`src/design/asid_pkg.sv`:
```
// Shared constants, types and the mux code table for the ADC scan/average block.
// Used by asid_ctrl, asid_dp and adc_scan_integrate_decimate.
package asid_pkg;

  // Scan and averaging configuration
  localparam int NUM_CHANNELS  = 8;
  localparam int OVERSAMPLE    = 16;   // power of two
  localparam int SAMPLE_BITS   = 12;
  localparam int TOTAL_SAMPLES = OVERSAMPLE * NUM_CHANNELS;

  // Field widths fixed by the interface
  localparam int OP_W     = 2;
  localparam int SMP_W    = 12;
  localparam int CHAN_W   = 3;
  localparam int AVG_W    = 12;
  localparam int MUX_W    = 4;
  localparam int SUM_W    = 16;

  // Derived widths
  localparam int CH_W  = $clog2(NUM_CHANNELS);
  localparam int SL_W  = $clog2(TOTAL_SAMPLES + 1);
  localparam int OS_SH = $clog2(OVERSAMPLE);

  // Request op codes
  localparam logic [OP_W-1:0] OP_CONV    = 2'd0;
  localparam logic [OP_W-1:0] OP_CONSUME = 2'd1;
  localparam logic [OP_W-1:0] OP_TICK    = 2'd2;

  // Result kinds
  localparam logic KIND_CTRL = 1'b0;
  localparam logic KIND_AVG  = 1'b1;

  // Controller states, one-hot
  typedef enum logic [1:0] {
    ST_IDLE = 2'b01,
    ST_AVG  = 2'b10
  } state_t;

  // Which control result to build
  typedef enum logic [1:0] {
    CTRL_SAMPLE = 2'd0,
    CTRL_HELD   = 2'd1,
    CTRL_TICK   = 2'd2
  } ctrl_mode_t;

  // Controller to datapath commands
  typedef struct packed {
    logic       acc_en;     // add sample, advance channel and count
    logic       ctrl_load;  // load a control result into the output register
    ctrl_mode_t ctrl_mode;
    logic       avg_load;   // load next average, clear its accumulator
    logic       hold_clr;   // averages consumed
  } dp_cmd_t;

  // Datapath to controller status
  typedef struct packed {
    logic hold;       // averages held, samples dropped
    logic frame_end;  // the next accepted sample completes the frame
    logic avg_last;   // sweep is at the final channel
  } dp_stat_t;

  // Analog mux code of each scan position
  function automatic logic [MUX_W-1:0] mux_code(input logic [CHAN_W-1:0] ch);
    logic [MUX_W-1:0] code;
    unique case (ch)
      3'd0:    code = 4'h0;
      3'd1:    code = 4'h1;
      3'd2:    code = 4'h2;
      3'd3:    code = 4'h8;
      3'd4:    code = 4'h3;
      3'd5:    code = 4'h4;
      3'd6:    code = 4'h5;
      3'd7:    code = 4'h6;
      default: code = 4'h0;
    endcase
    return code;
  endfunction

endpackage

```
`src/design/asid_ctrl.sv`:
```
// Controller FSM: handshakes both channels and sequences the average sweep.
// Depends on asid_pkg; drives asid_dp through dp_cmd_t, reads dp_stat_t.
module asid_ctrl (
  input  logic                         clk,
  input  logic                         rst_n,
  input  logic                         in_valid,
  output logic                         in_ready,
  input  logic [asid_pkg::OP_W-1:0]    in_op,
  output logic                         out_valid,
  input  logic                         out_ready,
  output asid_pkg::dp_cmd_t            cmd,
  input  asid_pkg::dp_stat_t           stat
);
  import asid_pkg::*;

  state_t state_r, state_nxt;
  logic   out_valid_r, out_valid_nxt;
  logic   slot_free;
  logic   in_acc;

  // Output register is free when empty or being emptied this cycle
  assign slot_free = !out_valid_r || out_ready;
  assign in_ready  = (state_r == ST_IDLE) && slot_free;
  assign in_acc    = in_valid && in_ready;
  assign out_valid = out_valid_r;

  // Next state and commands
  always_comb begin
    state_nxt      = state_r;
    cmd            = '0;
    cmd.ctrl_mode  = CTRL_SAMPLE;
    unique case (state_r)
      ST_IDLE: begin
        if (in_acc) begin
          if (in_op == OP_CONV) begin
            cmd.ctrl_load = 1'b1;
            if (stat.hold) begin
              cmd.ctrl_mode = CTRL_HELD;
            end else begin
              cmd.acc_en = 1'b1;
              if (stat.frame_end) state_nxt = ST_AVG;
            end
          end else if (in_op == OP_CONSUME) begin
            cmd.hold_clr = 1'b1;
          end else if (in_op == OP_TICK) begin
            cmd.ctrl_load = 1'b1;
            cmd.ctrl_mode = CTRL_TICK;
          end
        end
      end
      ST_AVG: begin
        if (slot_free) begin
          cmd.avg_load = 1'b1;
          if (stat.avg_last) state_nxt = ST_IDLE;
        end
      end
      default: state_nxt = ST_IDLE;
    endcase
  end

  // Output valid tracking
  always_comb begin
    if (cmd.ctrl_load || cmd.avg_load) begin
      out_valid_nxt = 1'b1;
    end else if (out_ready) begin
      out_valid_nxt = 1'b0;
    end else begin
      out_valid_nxt = out_valid_r;
    end
  end

  always_ff @(posedge clk) begin
    if (!rst_n) begin
      state_r     <= ST_IDLE;
      out_valid_r <= 1'b0;
    end else begin
      state_r     <= state_nxt;
      out_valid_r <= out_valid_nxt;
    end
  end

endmodule

```
`src/design/asid_dp.sv`:
```
// Datapath: scan position, sample count, accumulators, hold flag and result register.
// Depends on asid_pkg; commanded by asid_ctrl.
module asid_dp (
  input  logic                          clk,
  input  logic                          rst_n,
  input  logic [asid_pkg::SMP_W-1:0]    in_sample,
  input  asid_pkg::dp_cmd_t             cmd,
  output asid_pkg::dp_stat_t            stat,
  output logic                          out_kind,
  output logic [asid_pkg::CHAN_W-1:0]   out_channel,
  output logic [asid_pkg::AVG_W-1:0]    out_average,
  output logic [asid_pkg::MUX_W-1:0]    out_mux_select,
  output logic                          out_start_conversion,
  output logic                          out_accepted,
  output logic                          out_last
);
  import asid_pkg::*;

  logic [CH_W-1:0]  scan_r, scan_nxt;
  logic [CH_W-1:0]  idx_r, idx_nxt;
  logic [SL_W-1:0]  sl_r, sl_nxt;
  logic             hold_r, hold_nxt;
  logic [SUM_W-1:0] sums_r [NUM_CHANNELS];

  logic [CH_W-1:0]  scan_inc;
  logic [CH_W-1:0]  rd_addr;
  logic [SUM_W-1:0] rd_sum;
  logic [SUM_W-1:0] add_sum;

  // Result register
  logic              kind_r;
  logic [CHAN_W-1:0] chan_r;
  logic [AVG_W-1:0]  avg_r;
  logic [MUX_W-1:0]  mux_r;
  logic              start_r;
  logic              acc_r;
  logic              last_r;

  assign stat.hold      = hold_r;
  assign stat.frame_end = (sl_r == SL_W'(1));
  assign stat.avg_last  = (idx_r == CH_W'(NUM_CHANNELS - 1));

  // Single accumulator read port: sweep index during averaging, else scan position
  assign rd_addr  = cmd.avg_load ? idx_r : scan_r;
  assign rd_sum   = sums_r[rd_addr];
  assign add_sum  = rd_sum + SUM_W'(in_sample[SAMPLE_BITS-1:0]);
  assign scan_inc = (scan_r == CH_W'(NUM_CHANNELS - 1)) ? '0 : scan_r + CH_W'(1);

  // Control state next values
  always_comb begin
    scan_nxt = scan_r;
    sl_nxt   = sl_r;
    hold_nxt = hold_r;
    idx_nxt  = idx_r;
    if (cmd.acc_en) begin
      scan_nxt = scan_inc;
      sl_nxt   = stat.frame_end ? SL_W'(TOTAL_SAMPLES) : sl_r - SL_W'(1);
    end
    if (cmd.hold_clr) hold_nxt = 1'b0;
    if (cmd.avg_load) begin
      idx_nxt = stat.avg_last ? '0 : idx_r + CH_W'(1);
      if (stat.avg_last) hold_nxt = 1'b1;
    end
  end

  always_ff @(posedge clk) begin
    if (!rst_n) begin
      scan_r <= '0;
      sl_r   <= SL_W'(TOTAL_SAMPLES);
      hold_r <= 1'b0;
      idx_r  <= '0;
    end else begin
      scan_r <= scan_nxt;
      sl_r   <= sl_nxt;
      hold_r <= hold_nxt;
      idx_r  <= idx_nxt;
    end
  end

  // Accumulators: add on sample, clear as each average is read out
  always_ff @(posedge clk) begin
    if (!rst_n) begin
      for (int i = 0; i < NUM_CHANNELS; i++) sums_r[i] <= '0;
    end else if (cmd.acc_en) begin
      sums_r[scan_r] <= add_sum;
    end else if (cmd.avg_load) begin
      sums_r[idx_r] <= '0;
    end
  end

  // Result register load
  always_ff @(posedge clk) begin
    if (cmd.ctrl_load) begin
      kind_r <= KIND_CTRL;
      chan_r <= '0;
      avg_r  <= '0;
      unique case (cmd.ctrl_mode)
        CTRL_SAMPLE: begin
          mux_r   <= mux_code(CHAN_W'(scan_inc));
          start_r <= (scan_inc != '0);
          acc_r   <= 1'b1;
          last_r  <= !stat.frame_end;
        end
        CTRL_HELD: begin
          mux_r   <= mux_code(CHAN_W'(scan_r));
          start_r <= 1'b0;
          acc_r   <= 1'b0;
          last_r  <= 1'b1;
        end
        default: begin
          mux_r   <= mux_code('0);
          start_r <= 1'b1;
          acc_r   <= 1'b1;
          last_r  <= 1'b1;
        end
      endcase
    end else if (cmd.avg_load) begin
      kind_r  <= KIND_AVG;
      chan_r  <= CHAN_W'(idx_r);
      avg_r   <= AVG_W'(rd_sum >> OS_SH);
      mux_r   <= '0;
      start_r <= 1'b0;
      acc_r   <= 1'b1;
      last_r  <= stat.avg_last;
    end
  end

  assign out_kind             = kind_r;
  assign out_channel          = chan_r;
  assign out_average          = avg_r;
  assign out_mux_select       = mux_r;
  assign out_start_conversion = start_r;
  assign out_accepted         = acc_r;
  assign out_last             = last_r;

endmodule

```
`src/design/adc_scan_integrate_decimate.sv`:
```
// ADC round-robin scan with integrate-and-decimate averaging, top level.
// A conversion or tick request's control result is registered and shown the next cycle; a consume request gives none.
// A frame-ending sample then sweeps the accumulator port, one average per cycle while the output is not stalled.
// Throughput: one request per cycle, less under output stalls; no request is taken during the sweep.
// Reset: rst_n synchronous active low; resets scan position, count, hold flag and accumulators.
module adc_scan_integrate_decimate (
  input  logic                          clk,
  input  logic                          rst_n,
  input  logic                          in_valid,
  output logic                          in_ready,
  input  logic [asid_pkg::OP_W-1:0]     in_op,
  input  logic [asid_pkg::SMP_W-1:0]    in_sample,
  output logic                          out_valid,
  input  logic                          out_ready,
  output logic                          out_kind,
  output logic [asid_pkg::CHAN_W-1:0]   out_channel,
  output logic [asid_pkg::AVG_W-1:0]    out_average,
  output logic [asid_pkg::MUX_W-1:0]    out_mux_select,
  output logic                          out_start_conversion,
  output logic                          out_accepted,
  output logic                          out_last
);
  import asid_pkg::*;

  dp_cmd_t  cmd;
  dp_stat_t stat;

  // Controller
  asid_ctrl u_ctrl (
    .clk       (clk),
    .rst_n     (rst_n),
    .in_valid  (in_valid),
    .in_ready  (in_ready),
    .in_op     (in_op),
    .out_valid (out_valid),
    .out_ready (out_ready),
    .cmd       (cmd),
    .stat      (stat)
  );

  // Datapath
  asid_dp u_dp (
    .clk                  (clk),
    .rst_n                (rst_n),
    .in_sample            (in_sample),
    .cmd                  (cmd),
    .stat                 (stat),
    .out_kind             (out_kind),
    .out_channel          (out_channel),
    .out_average          (out_average),
    .out_mux_select       (out_mux_select),
    .out_start_conversion (out_start_conversion),
    .out_accepted         (out_accepted),
    .out_last             (out_last)
  );

endmodule
```
`config.mk`:
```
export PLATFORM = sky130hd
export DESIGN_NAME = adc_scan_integrate_decimate
export DESIGN_NICKNAME = d
export VERILOG_FILES = /design/src/design/asid_pkg.sv /design/src/design/asid_ctrl.sv /design/src/design/asid_dp.sv /design/src/design/adc_scan_integrate_decimate.sv
export SDC_FILE = /design/constraint.sdc
export NUM_CORES = 1
export LEC_CHECK = 0
export BUFFER_PORTS_ARGS = -buffer_cell sky130_fd_sc_hd__buf_2
export CAP_MARGIN = 10
export CELL_PAD_IN_SITES_DETAIL_PLACEMENT = 1
export CELL_PAD_IN_SITES_GLOBAL_PLACEMENT = 1
export CORE_MARGIN = 8
export CORE_UTILIZATION = 40
export CTS_BUF_LIST = sky130_fd_sc_hd__clkbuf_16
export DETAILED_ROUTE_END_ITERATION = 6
export PLACE_DENSITY_LB_ADDON = 0.1
export SKIP_LAST_GASP = 1
export SYNTH_ARGS = -nofsm -noshare
export SYNTH_HDL_FRONTEND = slang
export SYNTH_SLANG_ARGS = --single-unit
```
`constraint.sdc`:
```
create_clock -name clk -period 4.32 [get_ports clk]
set_input_delay 0.864 -clock clk [delete_from_list [all_inputs] [get_ports clk]]
set_output_delay 0.864 -clock clk [all_outputs]
set_load 0.01 [all_outputs]
```
# ---- Yosys cells after proc, flatten, opt, wreduce, memory -nomap -nowiden
# Memory sizes are Yosys's and may differ from the RTL's. A register that Yosys moved wholly into a read port is not among the register bits.
# Index checks and enable logic that the tools add are counted.
dict set report word_totals {
  reg_bits 41
  latchBits 0
  ramBits 128
  romBits 64
  in_bits 18
  output_inout_bits 25
  wordCells 106
  mem_count 3
}
# memory words width rd rd_clocked_by_memory_dff write_ports line_no
set memory_table {}
lappend memory_table {u_dp.sums_r 8 16 1 0 8 asid_dp.sv:23} ;# logic [SUM_W-1:0] sums_r [NUM_CHANNELS];
lappend memory_table {{(name not given)} 8 4 1 0 0 asid_pkg.sv:65} ;# unique case (ch)
lappend memory_table {{(name not given)} 8 4 1 1 0 asid_pkg.sv:65}
dict set report op_classes {
  n_addsub 4
  n_mul 0
  div_mod_pow 0
  order_cmp 0
  n_eq_ne 14
  shifts 0
  n_mux 58
  n_bitwise 0
  reduce_logical 14
}
# operator n
set op_table {}
lappend op_table {{2-to-1 mux 1 bit} 32}
lappend op_table {{2-to-1 mux 16 bit} 2}
lappend op_table {{OR reduction 16 bit} 2}
lappend op_table {{2-to-1 mux 3 bit} 10}
lappend op_table {{adder 16 x 12 -> 16 bit} 1}
lappend op_table {{2-to-1 mux 4 bit} 4}
lappend op_table {{2-to-1 mux 2 bit} 6}
lappend op_table {{== test 8 x 1 -> 1 bit, second input constant} 1}
lappend op_table {{2-to-1 mux 8 bit} 1}
lappend op_table {{!= test 2 x 1 -> 1 bit, second input constant} 4}
lappend op_table {{case mux 4 bit (2 select lines)} 1}
lappend op_table {{subtractor 8 x 1 -> 8 bit, second input constant} 1}
lappend op_table {{adder 3 x 1 -> 3 bit, second input constant} 2}
lappend op_table {{== test 2 x 1 -> 1 bit, second input constant} 3}
lappend op_table {{== test 3 bit, second input constant} 2}
lappend op_table {{AND reduction 6 bit} 1}
lappend op_table {{== test 2 bit, second input constant} 2}
lappend op_table {{zero test 2 bit} 2}
lappend op_table {{!= test 2 bit, second input constant} 2}
lappend op_table {{case mux 2 bit (2 select lines)} 1}
lappend op_table {{nonzero test 2 bit} 2}
lappend op_table {{nonzero test 3 bit} 1}
lappend op_table {{logical AND 1 bit} 2}
lappend op_table {{zero test 1 bit} 2}
lappend op_table {{2 further kinds} 3}

# ---- Logic depth before layout (Yosys ltp)
# Gate-level depths: netlist (run 1).
dict set report depth {
  word_depth 12
  depth_mapped 17
  mapped_depth_nobuf 15
}

# ---- Modules after synthesis
# Synthesis (run 1) repeated with hierarchy kept, for this count alone.
dict set report hier_totals {
  cells_unflattened 788
  area_unflattened_um2 8847.2
}
# mod instances cells_per_inst area_per_inst_um2 seq_area_each_um2
set by_module_without_submodules {}
lappend by_module_without_submodules {asid_dp 1 763 8633.3 4754.6}
lappend by_module_without_submodules {asid_ctrl 1 25 214.0 60.1}

# ---- Worst setup path after synthesis (run 1)
# Ideal clock, no wire load.
dict set report synth_path {
  path_kind {input to register}
  startpoint {input out_ready}
  endpoint {memory u_dp.sums_r[7][14], data pin}
  setup_ns 0.277
  arrival_time_ns 4.412
  required_ns 4.043
  path_slack_ns -0.368
  cell_stages 17
  path_buffers 2
  cell_sequence {nor2b_1 -> buf_6 -> o21ai_2 -> nand2_2 -> buf_1 -> mux4_2 -> mux2_2 -> ha_1 -> inv_1 -> fa_1 -> nand3b_1 -> a21boi_1 -> a41o_1 -> a2111oi_0 -> or3_4 -> nor4_4 -> nor3_2}
}
# item line_no
set synth_rtl {}
lappend synth_rtl {{start: declaration} adc_scan_integrate_decimate.sv:14} ;# input logic out_ready,
lappend synth_rtl {{end: declaration} asid_dp.sv:23}

==> flow_metrics.env, run 1 <==
export IMPL_crit_fanout=8
export IMPL_route_detailed_drc=0
export IMPL_clock_latency_ns=0.45
export IMPL_stdcell_area_um2=10600
export IMPL_async_reset_ff_share_pct=0
export IMPL_ys_types=72
export IMPL_ctsHoldBuffers=0
export IMPL_vias=6248
export IMPL_critPathCaptureType="flop"
export IMPL_dieArea_um2=26800
export IMPL_grt_pass1_vias=6764
export IMPL_clock_fmax_mhz=236
export IMPL_synthCells=741
export IMPL_startpoint="out_ready"
export IMPL_final_util_pct=49.1
export IMPL_status="completed"
export IMPL_drt_iter0_drc=344
export IMPL_cp_data_arrival_time_ns=4.50
export IMPL_rrSetupSlack_ns=0.20
export IMPL_setup_ws_ns=0.0813
export IMPL_maxCapViolations=0
export IMPL_grt_usage_pct=19.9
export IMPL_final_nets=903
export IMPL_gr_total_overflow=0
export IMPL_place_inst=1105
export IMPL_dr_pass1_iters=4
export IMPL_r2r_end="u_dp.sums_r[2][14]"
export IMPL_htree_levels=4
export IMPL_min_path_type="flop to flop"
export IMPL_synth_top_area_cell="edfxtp_1"
export IMPL_dpl_instance_area_um2=9820
export IMPL_ys_top_cells_by_area="edfxtp_1, dfxtp_1, mux4_2"
export IMPL_path_clk_slew_ns=0.07
export IMPL_crit_required_ns=4.58
export IMPL_gp_congestion=0.836
export IMPL_portBuffers=42
export IMPL_min_period_ns=4.24
export IMPL_drt_wirelength_per_cell_um=22.9
export IMPL_hold_path_depth=2
export IMPL_yosys_warnings=0
export IMPL_synth_area_um2=8740
export IMPL_dp_hpwl_um=18600
export IMPL_synth_fp_nets=788
export IMPL_cellLeakagePower_nw=4.23
export IMPL_final_cell_mix="edfxtp_1, nor2_1, buf_4"
export IMPL_clock_sinks=173
export IMPL_fin_crit_sh_pct=98.1
export IMPL_initial_core_util_pct=40.4
export IMPL_peakVddDrop_uv=213
export IMPL_syn2layout_area_growth_pct=21.4
export IMPL_pre_cts_slack_ns=-0.478
export IMPL_finClkSkew_ns=0.0171
export IMPL_cts_max_path_buffers=2
export IMPL_cts_tree="built"
export IMPL_drt_total_wl_um=26300
export IMPL_report_final_slew_viol_count=0
export IMPL_numCtsBuffers=17
export IMPL_n_fill_cell=2310
export IMPL_holdPathEnd="u_dp.out_channel[0]"
export IMPL_startpoint_type="input port"
export IMPL_vias_per_cell=5.44
export IMPL_ys_seq_area_share_pct=55.1
export IMPL_reg2regPathDepth=14
export IMPL_core_area_um2=21600
export IMPL_ios=43
export IMPL_layoutNonFillerInstCount=1149
export IMPL_hp_start="u_dp.out_channel[0]"
export IMPL_path_class="input port to flop"
export IMPL_yosysTopAreaCellShare_pct=46.4
export IMPL_syn_avg_cell_area_um2=11.8
export IMPL_drive_above_1_share_pct=30.3
export IMPL_synth_ff_type="edfxtp_1"
export IMPL_grt_max_degree=25
export IMPL_grt_pass1_wl_um=39700
export IMPL_antenna_cells=0
export IMPL_final_common_cell="edfxtp_1"
export IMPL_root_buffer="clkbuf_16"
export IMPL_p_per_area_nw_per_um2=365
export IMPL_tightest_slew_ns=0.665
export IMPL_num_rows=54
export IMPL_die_h_um=164
export IMPL_antenna_found_initial=0
export IMPL_slew_headroom_pct=55.6
export IMPL_die_w_um=164
export IMPL_hold_viol_final=0
export IMPL_ant_nets=0
export IMPL_crit_reg2reg_launch="u_ctrl.state_r[0]"
export IMPL_synth_edff_count=135
export IMPL_ys_seq_elements=173
export IMPL_setup_viol=0
[metal layers]
metal / share of wire [%] / GRT usage [%] / vias to the layer above
li1: - / - / 2925
met1: 41 / 23.4 / 3168
met2: 53 / 36.3 / 120
met3: 4.1 / 3.53 / 35
met4: 1.7 / 6.12 / 0
met5: 0 / 0 / -
[synth_stat cells, types with 5 or more instances]
library cell,count
xnor2_1,8
nor4_2,8
ha_1,28
nor3_2,5
buf_1,7
nand3_1,21
inv_1,16
a21oi_1,21
nor2b_1,5
mux4_2,26
dfxtp_1,38
nor2_1,135
mux2_2,12
a211oi_1,10
and2_1,7
o21ai_0,11
nand2b_1,19
or3_1,5
clkbuf_1,15
a22oi_1,5
nand2_1,76
buf_2,11
edfxtp_1,135
a21boi_0,8
nor3_1,19
a21o_1,9
[timing repair]
action                     CTS  global route
setup buffers                1            10
pin swaps                    1             7
gates cloned                 0             1
resized for setup            1            19
setup endpoints to repair    8            40
[cells by family after synthesis]
| family | synth area share (%) |
|---|---|
| AO/OA/AOI/OAI | 9.02 |
| XOR/XNOR | 1.39 |
| multiplexers | 8.48 |
| AND/OR/NAND/NOR | 18.7 |
| flip-flops | 55.1 |
| buffers and inverters | 3.12 |
| adder cells (fa/ha/maj) | 4.24 |
[power by group]
part / total (mW) / internal, mW / leakage [nW] / switching (mW)
clock: 1.53 / 0.776 / 0.289 / 0.758
combinational: 0.480 / 0.195 / 2.24 / 0.285
sequential: 1.86 / 1.84 / 1.69 / 0.0225
total: 3.88 / 2.81 / 4.23 / 1.07
[layout make-up]
| cell class | count | area [um^2] | area share [%] |
|---|---|---|---|
| Timing Repair Buffer | 135 | 987 | 9.30 |
| Tap cell | 280 | 350 | 3.30 |
| Clock buffer | 17 | 425 | 4.01 |
| Clock inverter | 15 | 160 | 1.51 |
| Inverter | 16 | 60.1 | 0.566 |
| Sequential cell | 173 | 4810 | 45.4 |
| Multi-Input combinational cell | 513 | 3810 | 35.9 |
[through the flow]
step	total power, mW	setup TNS (ns)	hold slack (ns)
after floorplan	2.18	-0.0702	0.467
after global placement	2.34	-14.87	0.429
after detailed placement	2.36	-20.18	0.440
after CTS	3.89	0	0.450
after global routing	4.00	-0.0348	0.483
final	3.88	0	0.449
[how the worst max path moves through the flow]
stage                               to  depth (start not counted)
detailed placement  u_dp.sums_r[2][12]                         17
global placement    u_dp.sums_r[3][12]                         17
CTS                 u_dp.sums_r[2][14]                         14
finish              u_dp.sums_r[2][14]                         16
global route        u_dp.sums_r[2][15]                         18
floorplan           u_dp.sums_r[1][15]                         15
[flip-flops by register name (all words and copies together), names as in the netlist, named ones only]
register	count
u_dp.out_start_conversion	1
u_dp.out_kind	1
u_dp.sl_r	8
u_dp.out_last	1
u_dp.hold_r	1
u_ctrl.out_valid	1
u_dp.out_mux_select	4
u_dp.sums_r	128
u_dp.out_average	12
u_dp.idx_r	3
u_dp.out_channel	3
u_ctrl.state_r	2
u_dp.scan_r	3
u_dp.out_accepted	1
[worst max-delay path: stages]
cell and delay, ns:
buf_2 0.12, nor2b_1 0.11, buf_4 0.16, o21ai_4 0.11, buf_12 0.15, nand2_4 0.12
buf_4 0.16, mux4_2 0.49, mux2_2 0.30, ha_2 0.38, a21boi_2 0.25, a41o_1 0.23
a2111oi_1 0.06, or3_4 0.38, o31a_4 0.38, nor4_4 0.23
No activity file was read; power rests on OpenSTA's default activity.
==> run 2: changes to the inputs <==
- CORE_UTILIZATION: 40 -> 45
==> run 2 against run 1 <==
  * Clock power about the same
  * Flip-flop and latch count is the same
  * Clock skew down 0.0055 ns
  * Hold slack worse by 0.0045 ns
  * Final cell count is 1.7% lower
  * Maximum frequency grew 0.40%
  * Count of clock-buffer cells in the layout is the same
  * Non-clock buffer count shrank 3
  * Sequential share of layout area is 0.45 points higher
  * Wire length decreased by 0.74%
  * Highest routed layer unchanged
==> flow_metrics.env, run 2 (synthesized netlist as in run 1, its figures left out) <==
export IMPL_p_switching_mw=1.07
export IMPL_die_w_um=155
export IMPL_cts_tree="built"
export IMPL_core_area_um2=19300
export IMPL_portBuffers=42
export IMPL_drt_iter0_drc=342
export IMPL_path_class="input port to flop"
export IMPL_fin_crit_sh_pct=97.7
export IMPL_cp_data_arrival_time_ns=4.48
export IMPL_crit_fanout=8
export IMPL_root_buffer="clkbuf_16"
export IMPL_reg2regPathDepth=15
export IMPL_min_period_ns=4.22
export IMPL_grt_max_degree=25
export IMPL_cellLeakagePower_nw=4.20
export IMPL_pre_cts_slack_ns=-0.465
export IMPL_crit_family="compound AO/OA/AOI/OAI gates"
export IMPL_cp_depth=16
export IMPL_die_h_um=155
export IMPL_p_per_area_nw_per_um2=369
export IMPL_status="completed"
export IMPL_startpoint="out_ready"
export IMPL_setup_viol=0
export IMPL_finClkSkew_ns=0.0116
export IMPL_grt_usage_pct=22.3
export IMPL_min_path_type="flop to flop"
export IMPL_num_rows=51
export IMPL_p_int_mw=2.81
export IMPL_r2r_end="u_dp.sums_r[1][15]"
export IMPL_p_clk_share_pct=39.8
export IMPL_clock_latency_ns=0.44
export IMPL_worst_path_buf_inv=3
export IMPL_power_mw=3.88
export IMPL_dieArea_um2=24100
export IMPL_cts_max_path_buffers=2
export IMPL_grt_pass1_vias=7031
export IMPL_clock_sinks=173
export IMPL_htree_levels=4
export IMPL_setup_ws_ns=0.0984
export IMPL_grt_pass1_wl_um=40400
export IMPL_gp_congestion=0.868
export IMPL_power_frac_comb_pct=12.2
export IMPL_top_register="u_dp.sums_r"
export IMPL_antenna_found_initial=0
export IMPL_syn2layout_area_growth_pct=20.2
export IMPL_initial_core_util_pct=45.3
export IMPL_place_inst=1090
export IMPL_final_cell_mix="nor2_1, edfxtp_1, buf_4"
export IMPL_slowest_stage="mux4_2"
export IMPL_maxCapViolations=0
export IMPL_dpl_instance_area_um2=9760
export IMPL_report_final_slew_viol_count=0
export IMPL_dp_hpwl_um=18700
export IMPL_drive_above_1_share_pct=29.5
export IMPL_crit_chain="buf_2 > nand2b_2 > nand3_4 > nand2_8 > buf_12 > mux4_2 > mux2_2 > ha_1 > a21o_1 > a21o_1 > a221o_1 > o21a_1 > o2111ai_4 > nor4_4 > buf_4 > nor3_1"
export IMPL_final_nets=899
export IMPL_hold_viol_final=0
export IMPL_crit_required_ns=4.58
export IMPL_crit_reg2reg_launch="u_ctrl.state_r[0]"
export IMPL_cpPeakStageDelay_ns=0.49
export IMPL_route_detailed_drc=0
export IMPL_stdcell_area_um2=10500
export IMPL_tightest_slew_ns=0.633
export IMPL_swShare_pct=27.6
export IMPL_dr_pass1_iters=4
export IMPL_vias_per_cell=5.67
export IMPL_clock_fmax_mhz=237
export IMPL_cp_common_cell="a21o_1"
export IMPL_peakVddDrop_uv=258
export IMPL_ios=43
export IMPL_path_clk_slew_ns=0.07
export IMPL_numCtsBuffers=17
export IMPL_hold_path_depth=2
export IMPL_layoutNonFillerInstCount=1130
export IMPL_largest_reg_flops=128
export IMPL_critPathCaptureType="flop"
export IMPL_critPathCapture="u_dp.sums_r[1][15]"
export IMPL_rrSetupSlack_ns=0.16
export IMPL_fin_hold_ws_ns=0.444
export IMPL_drt_wirelength_per_cell_um=23.1
export IMPL_drt_total_wl_um=26100
export IMPL_ant_nets=0
export IMPL_startpoint_type="input port"
export IMPL_gr_total_overflow=0
export IMPL_antenna_cells=0
export IMPL_vias=6408
export IMPL_seq_power_share_pct=48.1
export IMPL_slew_headroom_pct=57.6
==> run 2: what timing repair did <==
| item | CTS | global route |
|---|---|---|
| endpoints found under the hold margin | 0 | 0 |
| pin swaps | 2 | 9 |
| hold buffers | 0 | 0 |
| cloned | 0 | 0 |
| resized for setup | 2 | 15 |
| setup endpoints to repair | 9 | 33 |
| setup buffers | 2 | 7 |
==> run 2: how the worst min path moves through the flow <==
stage,from,to,slack (ns)
detailed placement,u_dp.out_channel[2],u_dp.out_channel[2],0.44
global placement,u_dp.out_channel[1],u_dp.out_channel[1],0.43
CTS,u_dp.out_channel[2],u_dp.out_channel[2],0.45
global route,u_dp.out_channel[2],u_dp.out_channel[2],0.48
floorplan,u_dp.out_channel[0],u_dp.out_channel[0],0.47
finish,u_dp.out_channel[2],u_dp.out_channel[2],0.44
==> run 2: power groups by stage <==
stage,Sequential (mW),Clock (mW),Combinational (mW)
floorplan,1.89,0,0.284
global placement,1.90,0,0.434
detailed placement,1.90,0,0.450
CTS,1.86,1.56,0.462
global route,1.87,1.62,0.508
finish,1.86,1.54,0.472
==> run 2: per-layer routing <==
| layer | share of wire [%] | vias to the layer above | global-route usage (%) | routed length, um |
|---|---|---|---|---|
| met5 | 0 | - | 0 | 0 |
| met4 | 2.5 | 0 | 8.50 | 641 |
| met3 | 4.3 | 43 | 3.86 | 1130 |
| met2 | 53 | 162 | 41.0 | 13900 |
| met1 | 40 | 3284 | 25.4 | 10500 |
| li1 | - | 2919 | - | - |
==> run 2: layout make-up <==
cell class,count,area (um^2)
multi-input combinational,512,3780
clock inverter,15,164
inverter,16,60.1
tap,265,332
clock buffer,17,425
fill,2047,8760
timing repair buffer,132,931
sequential,173,4810
==> run 2: tightest hold or removal path, cell delays in order (launching register included) <==
cell and delay, ns:
dfxtp_1 0.31, nand2_1 0.05, nand2_1 0.04
==> run 2: through the flow <==
step                      util [%]  setup TNS, ns
after global routing          54.5        -0.0348
final                         54.5              0
after CTS                     53.9       -0.00944
after detailed placement      50.7         -16.96
after floorplan                  -        -0.0702
after global placement        50.7         -11.37
==> run 3: changes to the inputs <==
- CAP_MARGIN: 10 -> unset
- SETUP_SLACK_MARGIN: unset -> 0.2
==> run 3 against run 2 <==
  * Critical path depth rose by 2
  * Design area up 4.2%
  * Register-to-register slack gained 0.10 ns
  * Wire length up 2.6%
  * Hold slack is essentially flat
  * Sequential power hardly changed
  * Critical path type unchanged
  * Critical endpoint is now u_dp.sums_r[1][14]
==> flow_metrics.env, run 3 (synthesized netlist as in run 1, its figures left out) <==
export IMPL_antenna_cells=0
export IMPL_min_period_ns=4.11
export IMPL_die_w_um=155
export IMPL_clock_latency_ns=0.44
export IMPL_clock_sinks=173
export IMPL_ios=43
export IMPL_crit_fanout=8
export IMPL_route_detailed_drc=0
export IMPL_drt_wirelength_per_cell_um=23.4
export IMPL_crit_family="simple AND/OR/NAND/NOR gates"
export IMPL_die_h_um=155
export IMPL_dr_pass1_iters=5
export IMPL_final_common_cell="edfxtp_1"
export IMPL_topRoutingLayerUsed="met4"
export IMPL_vias=6442
export IMPL_dp_hpwl_um=18600
export IMPL_grt_max_degree=25
export IMPL_root_buffer="clkbuf_16"
export IMPL_htree_levels=4
export IMPL_core_area_um2=19300
export IMPL_cpPeakStageDelay_ns=0.45
export IMPL_status="completed"
export IMPL_path_class="input port to flop"
export IMPL_report_final_slew_viol_count=0
export IMPL_fin_crit_sh_pct=95.0
export IMPL_clock_fmax_mhz=244
export IMPL_pre_cts_slack_ns=-0.312
export IMPL_slowest_stage="o31a_4"
export IMPL_gp_congestion=0.846
export IMPL_final_cell_mix="edfxtp_1, nor2_1, buf_4"
export IMPL_final_nets=915
export IMPL_slew_headroom_pct=55.5
export IMPL_finClkSkew_ns=0.0112
export IMPL_fin_hold_ws_ns=0.444
export IMPL_gr_total_overflow=0
export IMPL_setup_viol=0
export IMPL_cp_data_arrival_time_ns=4.37
export IMPL_worst_path_buf_inv=5
export IMPL_crit_required_ns=4.59
export IMPL_portBuffers=42
export IMPL_crit_chain="buf_8 > nand2b_4 > buf_6 > nand3_4 > nand2_4 > buf_12 > buf_8 > buf_6 > mux4_2 > mux2_4 > ha_4 > nand3b_1 > a21boi_2 > a41o_1 > a2111oi_2 > or3_4 > o31a_4 > nor4_2"
export IMPL_wl_met1_um=10800
export IMPL_top_register="u_dp.sums_r"
export IMPL_setup_ws_ns=0.214
export IMPL_antenna_found_initial=0
export IMPL_cts_max_path_buffers=2
export IMPL_grt_pass1_vias=6946
export IMPL_ant_nets=0
export IMPL_path_clk_slew_ns=0.08
export IMPL_maxCapViolations=0
export IMPL_largest_reg_flops=128
export IMPL_dieArea_um2=24100
export IMPL_critPathCaptureType="flop"
export IMPL_p_per_area_nw_per_um2=360
export IMPL_syn2layout_area_growth_pct=25.3
export IMPL_hold_viol_final=0
export IMPL_grt_usage_pct=22.5
export IMPL_vias_per_cell=5.62
export IMPL_peakVddDrop_uv=273
export IMPL_min_path_type="flop to flop"
export IMPL_startpoint_type="input port"
export IMPL_drive_above_1_share_pct=32.0
export IMPL_num_rows=51
export IMPL_initial_core_util_pct=45.3
export IMPL_met3WireLength_um=1060
export IMPL_wl_met2_um=14300
export IMPL_numCtsBuffers=17
export IMPL_grt_pass1_wl_um=40500
export IMPL_drt_total_wl_um=26800
export IMPL_tightest_slew_ns=0.664
export IMPL_drt_iter0_drc=410
export IMPL_cts_tree="built"
export IMPL_cellLeakagePower_nw=4.37
export IMPL_rsz0062_at_grt="true"
[run 3: cell types whose count changed in the layout (fill, tap and decap cells not counted), sizes merged]
cell	delta
bufinv	+1
inv	-2
clkinvlp	+1
buf	+16
[run 3: area by class of cell]
class	count	area [um^2]
clock inverters	15	175
repair buffers	148	1230
multi-input cells	512	3920
fillers	1966	8320
inverters	16	60.1
clock buffers	17	425
flip-flops and latches	173	4820
well taps	265	332
[run 3: per-layer routing]
metal	track usage, %	up-vias
met5	0	-
met4	7.95	0
met3	3.80	42
met2	41.1	154
met1	26.0	3284
li1	-	2962
[run 3: where the power goes]
part	switching, mW	total [mW]	internal [mW]
combinational	0.292	0.508	0.216
sequential	0.0229	1.86	1.84
clock	0.745	1.57	0.827
[run 3: path summary, 6_finish.rpt]
check | cells past startpoint | endpoint | slack (ns) | from
worst min-delay path | 2 | u_dp.out_channel[2] | 0.44 | u_dp.out_channel[2]
worst max register to register | 17 | u_dp.sums_r[1][14] | 0.26 | u_ctrl.state_r[0]
worst min register to register | 2 | u_dp.out_channel[2] | 0.44 | u_dp.out_channel[2]
worst max-delay path | 18 | u_dp.sums_r[1][14] | 0.21 | out_ready
[run 3: worst register-to-register path: cells and delay by family (launching register included)]
kind,cells,cell delay [ns]
multiplexers,2,0.59
flip-flops,1,0.32
adder cells (fa/ha/maj),1,0.28
AO/OA/AOI/OAI,4,0.97
AND/OR/NAND/NOR,6,1.23
buffers and inverters,4,0.51
[run 3: timing repair]
action | 4_1_cts | 5_1_grt
pin swaps | 2 | 29
buffers inserted | 3 | 21
resized for setup | 1 | 31
hold buffers | 0 | 0
setup endpoints to repair | 13 | 46
[run 3: metrics by stage]
stage               util [%]  setup TNS [ns]  instance area, um^2  std cells  power, mW
global route            56.8               0                11000       1146       4.07
floorplan                  -               0                 8920        741       2.19
detailed placement      51.5          -12.29                 9930       1090       2.37
global placement        51.5           -7.09                 9930       1090       2.35
finish                  56.8               0                11000       1146       3.94
CTS                     54.9               0                10600       1125       3.94
